`config.mk`:
```
export PLATFORM = sky130hd
export DESIGN_NAME = ttw_ctrl
export DESIGN_NICKNAME = d
export VERILOG_FILES = /design/src/design/ttw_pkg.sv /design/src/design/ttw_ctrl.sv
export SDC_FILE = /design/constraint.sdc
export NUM_CORES = 1
export LEC_CHECK = 0
export ABC_AREA = 1
export BUFFER_PORTS_ARGS = -buffer_cell sky130_fd_sc_hd__buf_4
export CAP_MARGIN = 20
export CORE_AREA = 10 10 47 49
export CTS_CLUSTER_SIZE = 12
export DETAILED_ROUTE_END_ITERATION = 7
export DIE_AREA = 0 0 57 59
export GPL_TIMING_DRIVEN = 0
export HOLD_SLACK_MARGIN = 0.12
export PLACE_DENSITY = 0.68
export SLEW_MARGIN = 20
export SYNTH_ARGS = -nofsm -noshare
export SYNTH_HDL_FRONTEND = slang
export SYNTH_SLANG_ARGS = --single-unit
```
`constraint.sdc`:
```
create_clock -name clk -period 1.57 [get_ports clk]
set_input_delay 0.157 -clock clk [delete_from_list [all_inputs] [get_ports clk]]
set_output_delay 0.157 -clock clk [all_outputs]
set_load 0.03 [all_outputs]
```
`src/design/ttw_pkg.sv`:
```
// ----------------------------------------------------------------------------
// ttw_pkg
// Shared types, codes and defaults of the text terminal writer.
// ----------------------------------------------------------------------------
package ttw_pkg;

	localparam int DEF_COLS = 80;
	localparam int DEF_ROWS = 25;

	localparam logic [7:0] CH_LF    = 8'h0A;
	localparam logic [7:0] CH_CR    = 8'h0D;
	localparam logic [7:0] CH_SPACE = 8'h20;

	localparam logic [7:0] ATTR_RESET = 8'h07;

	// register index taken from paddr[2]
	localparam logic REG_ATTR = 1'b0;

	localparam logic [1:0] FUNC_PUT   = 2'd0;
	localparam logic [1:0] FUNC_READ  = 2'd1;
	localparam logic [1:0] FUNC_CLEAR = 2'd2;
	// unused selector, reports the cursor and changes nothing
	localparam logic [1:0] FUNC_NONE  = 2'd3;

	typedef struct packed {
		logic [1:0]  func;
		logic [7:0]  char_code;
		logic [10:0] cell_index;
		logic        last_of_write;
	} in_item_t;

	typedef struct packed {
		logic [6:0]  cursor_column;
		logic [4:0]  cursor_row;
		logic [10:0] cursor_linear;
		logic        cursor_update;
		logic        scrolled;
		logic [7:0]  cell_char;
		logic [7:0]  cell_attr;
	} out_item_t;

	typedef struct packed {
		logic take;
		logic put;
		logic sweep;
		logic clear_start;
		logic capture;
		logic load_out;
	} cmd_t;

	typedef struct packed {
		logic [1:0] func;
		logic       scroll_req;
		logic       sweep_last;
		logic       out_free;
	} status_t;

endpackage

```
`src/design/ttw_ctrl.sv`:
```
// ----------------------------------------------------------------------------
// ttw_ctrl
// Sequencer of the text terminal writer: accepts items, runs puts, reads,
// scroll and clear sweeps, and hands results to the output register.
// ----------------------------------------------------------------------------
module ttw_ctrl (
	input  logic             clk,
	input  logic             arst_n,
	input  logic             in_valid,
	output logic             in_ready,
	input  ttw_pkg::status_t status,
	output ttw_pkg::cmd_t    cmd
);

	typedef enum logic [6:0] {
		ST_INIT   = 7'b0000001,
		ST_IDLE   = 7'b0000010,
		ST_EXEC   = 7'b0000100,
		ST_SCROLL = 7'b0001000,
		ST_CLEAR  = 7'b0010000,
		ST_READ   = 7'b0100000,
		ST_DONE   = 7'b1000000
	} state_t;

	state_t state_q;
	state_t state_d;

	always_comb begin
		state_d = state_q;
		cmd     = '0;
		case (state_q)
			ST_INIT: begin
				cmd.sweep = 1'b1;
				if (status.sweep_last) begin
					state_d = ST_IDLE;
				end
			end
			ST_IDLE: begin
				if (in_valid) begin
					cmd.take = 1'b1;
					state_d  = ST_EXEC;
				end
			end
			ST_EXEC: begin
				case (status.func)
					ttw_pkg::FUNC_PUT: begin
						cmd.put = 1'b1;
						state_d = status.scroll_req ? ST_SCROLL : ST_DONE;
					end
					ttw_pkg::FUNC_READ: begin
						state_d = ST_READ;
					end
					ttw_pkg::FUNC_CLEAR: begin
						cmd.clear_start = 1'b1;
						state_d         = ST_CLEAR;
					end
					default: begin
						state_d = ST_DONE;
					end
				endcase
			end
			ST_SCROLL, ST_CLEAR: begin
				cmd.sweep = 1'b1;
				if (status.sweep_last) begin
					state_d = ST_DONE;
				end
			end
			ST_READ: begin
				cmd.capture = 1'b1;
				state_d     = ST_DONE;
			end
			ST_DONE: begin
				if (status.out_free) begin
					cmd.load_out = 1'b1;
					state_d      = ST_IDLE;
				end
			end
			default: begin
				state_d = ST_IDLE;
			end
		endcase
	end

	always_ff @(posedge clk or negedge arst_n) begin
		if (!arst_n) begin
			state_q <= ST_INIT;
		end else begin
			state_q <= state_d;
		end
	end

	assign in_ready = (state_q == ST_IDLE);

endmodule

```
==> impl_metrics.csv, run 1 <==
group,metric,value,unit
grt,antenna_found_initial,0,
outcome,status,"finished, final reports clean",
timing,max_clock_freq,646.3,MHz
timing,finalHoldViolCount,0,
pwr,p_sw,546.5,uW
pwr,p_leak,0.4967,nW
routing,firstDrtPassIters,4,
synth,yosysTopAreaCell,"dfrtp_1",
grt,grt_overflow,0,
job,cap_viol_max_count,0,
setup_path,crit_fanout,6,
setup_path,cp.arrival,1.39,ns
setup_path,slowest_delay,0.40,ns
placement,hpwlAfterDp,1071,um
clocking,cts_max_level,1,
floorplanning,die_y,59,um
synth,synth.area.top_cells,"dfrtp_1 (26%), nand2_1 (16%), inv_1 (12%)",
timing,finalCritPeriodShare,98.55,%
synth,synth.avg_cell_area,6.163,sq um
floorplanning,die_x,57,um
timing,rsz0062_at_grt,"yes",
floorplanning,die_area,0.003363,sq mm
placement,gp_congestion,0.8242,
timing,slew_headroom,84.30,%
timing,worst_slew_pin_slew,0.2350,ns
floorplanning,rows,14,
timing,fin_skew,0.009372,ns
routing,drt-total-wl,1329,um
cells_and_area,largest_reg_flops,7,
floorplanning,fp.coreArea,0.001401,sq mm
synth,synthesis.nets,106,
routing,drtIter0Drc,9,
timing,slew_violations,0,
clocking,cts_sinks,7,
setup_path,worstPathRequired,1.41,ns
clocking,cts_tree,"done",
floorplanning,initial_core_util,41.34,%
grt,grt_pass1_wl,2270,um
cells_and_area,nets,130,
pwr,pwr_density_cell,1365,mW/mm^2
min_path,hold_class,"in2reg",
grt,grt_pass1_vias,581,
synth,synthCells,94,
routing,drcViolationCount,0,
placement,port-buffer-count,14,
synth,yosysWarnings,0,
pwr,combinationalPowerShare,62.5,%
pwr,clkPwrFrac,14.7,%
setup_path,crit_chain,"inv_2 > nand2_4 > nor2_4 > nand2_2 > nor2_1 > buf_4",
cells_and_area,antenna_cells,0,
cells_and_area,final_cells,133,
clocking,cts_buffers,3,
synth,netlist_area,579.3,sq um
grt,grt.total_usage,8.127,%
clocking,clk_pin_slew_worst_paths,0.06,ns
pwr,p_int,563.6,uW
timing,hold-worst-slack,0.1408,ns
synth,synth_top_area_share,25.92,%
routing,vias_per_cell,4.669,
floorplanning,num_io_pins,15,
setup_path,worstSetupEndpointType,"primary output",
clocking,clock_latency,0.25,ns
pwr,switching_share,49.23,%
cells_and_area,drive_gt1_share,34.19,%
timing,setup_violations,0,
routing,ant_nets,0,
cells_and_area,regMostFlops,"state_q",
setup_path,critical_path.top_delay_family,"simple AND/OR/NAND/NOR gates",
cells_and_area,syn_to_final_growth,40.39,%
clocking,cts_buffer_depth,2,
pwr,peakVddDrop,0.5986,mV
setup_path,critPathSlowestCell,"dfrtp_1",
synth,ys_seq_elements,7,
clocking,clockRootBuffer,"clkbuf_4",
routing,wl_per_cell,9.992,um
cells_and_area,reg_top3,"state_q: 7 flops",
synth,synth_cell_types,14,
setup_path,path_buf_inv,2,
timing,fin_crit,1.547,ns
timing,setup-tns-final,0,ns
grt,grt_max_degree,8,
setup_path,start_kind,"flop",
placement,dpl.cell_count,124,
routing,vias,621,
synth,seq_area_frac_synth,30.45,%
setup_path,crit_type,"reg2out",
pwr,seq_power_share,22.8,%
## worst min-delay path, delay by kind of cell
kind | cells | cell delay [ns]
buf+inv | 1 | 0.08
simple gates | 2 | 0.12
## cells in the final DEF (no fill, tap or decap)
cell	n
nand3_1	11
a21oi_1	1
dlygate4sd3_1	1
buf_6	1
nor2_1	15
buf_4	17
clkbuf_4	3
inv_2	3
dfstp_2	1
nor3_2	1
nand2_1	20
nand3_2	1
inv_1	18
nand2_2	6
nand2_4	2
nor2_4	2
o21ai_0	1
clkinv_2	1
dfrtp_1	6
nor2_2	2
ha_1	4
## path summary, 6_finish.rpt
check / start / end / slack [ns] / cells past startpoint
max in group asynchronous: arst_n / state_q[0] / 1.12 / 2
hold reg to reg: state_q[0] / state_q[0] / 0.52 / 2
min in group asynchronous: arst_n / state_q[1] / 0.25 / 2
setup reg to reg: state_q[4] / state_q[6] / 0.17 / 9
hold / removal: status[2] / state_q[3] / 0.14 / 3
setup / recovery: state_q[4] / cmd[5] / 0.02 / 6
## stage by stage
step,power (mW),setup slack [ns],util (%),cell area [sq um]
finish,1.110,0.02271,58.04,813.3
global route,1.202,-0.02784,58.04,813.3
CTS,1.014,0.005252,53.84,754.5
detailed placement,0.8242,0.2251,50.27,704.4
global placement,0.8182,0.2404,50.27,704.4
floorplan,0.6703,0.1888,-,579.3
## final cells by class
| cell class | count | area, sq um |
|---|---|---|
| clock inverters | 1 | 5.005 |
| flip-flops and latches | 7 | 176.4 |
| clock buffers | 3 | 22.52 |
| fillers | 144 | 588.1 |
| inverters | 21 | 78.83 |
| well taps | 16 | 20.02 |
| multi-input cells | 66 | 361.6 |
| repair buffers | 19 | 148.9 |
## synth_stat cells
master    n
dfstp_2   1
nand2_1  24
nor2_1   18
nor3_1    1
inv_2     2
nand2_2   4
o21ai_0   1
dfrtp_1   6
nor2_4    1
ha_1      4
a21oi_1   1
inv_1    19
nand3_2   1
nand3_1  11
## routing by layer
metal | share of wire (%) | global-route usage (%)
met1 | 43 | 8.806
met2 | 49 | 13.64
met3 | 5.3 | 1.717
met4 | 3.0 | 6.040
met5 | 0 | 0
## kinds of logic (layout without fill, tap and decap cells)
group           Yosys count  count (layout)  synth area share, %
compound gates            2               2                1.726
flops                     7               7                30.45
simple gates             60              60                45.57
buf+inv                  21              44                13.61
fa+ha+maj                 4               4                8.640
## what timing repair did
action                                  in CTS  in global routing
resized for setup                            2                 11
endpoints found under the hold margin        7                  0
setup buffers                                1                  3
endpoints found under the setup margin       3                  6
hold buffers                                 1                  0
pin swaps                                    1                  1
## power groups by stage
stage	clock network, mW	registers [mW]	logic [mW]
3_5_place_dp	0	0.258	0.566
5_1_grt	0.175	0.256	0.771
4_1_cts	0.167	0.252	0.594
3_3_place_gp	0	0.257	0.561
2_1_floorplan	0	0.252	0.418
6_report	0.163	0.253	0.694
Power figures use the tool's default switching activity.
==> run 2: changes to the inputs <==
--- a/config.mk
+++ b/config.mk
@@ -6,15 +6,14 @@
 export NUM_CORES = 1
 export LEC_CHECK = 0
 export ABC_AREA = 1
-export BUFFER_PORTS_ARGS = -buffer_cell sky130_fd_sc_hd__buf_4
 export CAP_MARGIN = 20
 export CORE_AREA = 10 10 47 49
 export CTS_CLUSTER_SIZE = 12
 export DETAILED_ROUTE_END_ITERATION = 7
 export DIE_AREA = 0 0 57 59
+export DONT_BUFFER_PORTS = 1
 export GPL_TIMING_DRIVEN = 0
 export HOLD_SLACK_MARGIN = 0.12
-export PLACE_DENSITY = 0.68
 export SLEW_MARGIN = 20
 export SYNTH_ARGS = -nofsm -noshare
 export SYNTH_HDL_FRONTEND = slang
==> run 2 against run 1 <==
Wire length grew 1.3%. Highest routed layer unchanged. Power shrank 5.1%. Die area is the same. Combinational power shrank 8.9%. Critical endpoint is now cmd[4]. Fmax shrank 1.2%.
==> impl_metrics.csv, run 2 (synthesis results as in run 1) <==
group,metric,value,unit
cells_and_area,antenna_cells,0,
floorplanning,num_io_pins,15,
cells_and_area,drive_gt1_share,26.47,%
pwr,total_power,1.053,mW
cells_and_area,reg_top3,"state_q: 7 flops",
setup_path,cp-startpoint,"state_q[4]",
min_path,worstHoldPathCells,3,
clocking,clock_latency,0.24,ns
floorplanning,die_x,57,um
pwr,p_leak,0.4064,nW
grt,met1_usage,7.904,%
cells_and_area,nets,115,
setup_path,crit_fanout,6,
timing,max_clock_freq,638.7,MHz
routing,drcViolationCount,0,
cells_and_area,syn_to_final_growth,25.49,%
timing,slew_headroom,78.87,%
timing,slew_violations,0,
grt,grt.total_usage,8.236,%
cells_and_area,largest_reg_flops,7,
setup_path,worstSetupEndpointType,"primary output",
timing,setup-tns-final,0,ns
timing,setup_violations,0,
setup_path,cp.arrival,1.41,ns
floorplanning,initial_core_util,41.34,%
job,cap_viol_max_count,0,
clocking,clk_pin_slew_worst_paths,0.05,ns
routing,drt-total-wl,1346,um
grt,grt_pass1_wl,2283,um
timing,finalCritPeriodShare,99.72,%
grt,grt_max_degree,8,
floorplanning,rows,14,
floorplanning,fp.coreArea,0.001401,sq mm
routing,ant_nets,0,
timing,fin_crit,1.566,ns
placement,gp_congestion,0.7495,
pwr,peakVddDrop,0.8169,mV
min_path,min_to,"state_q[0]",
min_path,hold_class,"in2reg",
setup_path,worstReg2RegEnd,"state_q[3]",
timing,worst_slew_pin_slew,0.3159,ns
min_path,hp-start,"status[1]",
grt,grtUsageMet2,14.73,%
grt,grt_pass1_vias,590,
routing,vias_per_cell,4.763,
placement,placed_cell_area,599.3,sq um
placement,hpwlAfterDp,1082,um
grt,grt_overflow,0,
floorplanning,die_y,59,um
grt,busiest_layer,"met2",
clocking,cts_buffers,3,
routing,vias,562,
cells_and_area,final_common_cell,"nand2_1",
cells_and_area,finalInstanceArea,726.9,sq um
clocking,cts_tree,"done",
grt,met3_usage,3.004,%
setup_path,reg2reg_setup_slack,0.12,ns
setup_path,r2r_start,"state_q[4]",
floorplanning,die_area,0.003363,sq mm
pwr,pwr_density_cell,1449,mW/mm^2
clocking,cts_sinks,7,
clocking,clockRootBuffer,"clkbuf_4",
routing,firstDrtPassIters,3,
cells_and_area,regMostFlops,"state_q",
timing,finalHoldViolCount,0,
grt,antenna_found_initial,0,
outcome,status,"finished, final reports clean",
setup_path,start_kind,"flop",
timing,fin_skew,0.002286,ns
setup_path,worstPathRequired,1.41,ns
setup_path,worstRegToRegCells,9,
routing,wl_per_cell,11.41,um
timing,rsz0062_at_grt,"yes",
cells_and_area,layout_common_cells,"nand2_1 (22), inv_1 (16), nor2_1 (11), nand3_1 (11)",
setup_path,crit_type,"reg2out",
routing,drtIter0Drc,5,
cells_and_area,nFillCells,163,
clocking,cts_max_level,1,
clocking,cts_buffer_depth,2,
placement,port-buffer-count,0,
==> run 2: area by class of cell <==
| cell class | instances | area, sq um | area share [%] |
|---|---|---|---|
| Multi-Input combinational cell | 66 | 389.1 | 53.53 |
| Tap cell | 16 | 20.02 | 2.754 |
| Timing Repair Buffer | 4 | 35.03 | 4.819 |
| Sequential cell | 7 | 177.7 | 24.44 |
| Inverter | 21 | 78.83 | 10.84 |
| Clock buffer | 4 | 26.28 | 3.614 |
==> run 2: how the worst max path moves through the flow <==
stage / end / slack, ns / cells after the start
final: cmd[4] / 0.004 / 5
after CTS: cmd[5] / -0.01 / 5
after detailed placement: cmd[2] / 0.04 / 5
after floorplan: state_q[4] / 0.19 / 9
after global routing: cmd[4] / -0.07 / 5
after global placement: cmd[2] / 0.06 / 5
==> run 2: routing by layer <==
metal	vias to the layer above	routed length (um)
met4	0	15
met5	-	0
li1	296	-
met2	12	705
met1	252	520
met3	2	104
==> run 2: where the power goes <==
group / switching [mW] / leakage (nW) / internal, mW / total (mW)
combinational: 0.436 / 0.303 / 0.196 / 0.632
sequential: 0.0381 / 0.0881 / 0.224 / 0.262
clock: 0.0623 / 0.0150 / 0.0967 / 0.159
total: 0.536 / 0.406 / 0.517 / 1.05
==> run 2: timing repair <==
action	CTS	global route
pin swaps	0	7
setup buffers	0	2
endpoints found under the setup margin	4	9
hold endpoints to repair	8	0
hold buffers	2	0
gates resized for setup	9	12
==> run 2: worst max-delay path, cell delays in order, from the launching register on <==
cell and delay (ns):
dfrtp_2 0.44, inv_2 0.08, nand2_4 0.05, nor2_4 0.22, nand2_4 0.12, nor2_4 0.24
==> run 2: per-stage QoR <==
| stage | hold WS [ns] | instances | setup WS, ns | util [%] |
|---|---|---|---|---|
| floorplan | -0.1386 | 94 | 0.1888 | - |
| finish | 0.1216 | 118 | 0.004412 | 51.88 |
| CTS | 0.1216 | 116 | -0.01247 | 48.04 |
| global route | 0.1227 | 118 | -0.07153 | 51.88 |
| global placement | -0.1384 | 110 | 0.05649 | 42.77 |
| detailed placement | -0.1384 | 110 | 0.03864 | 42.77 |
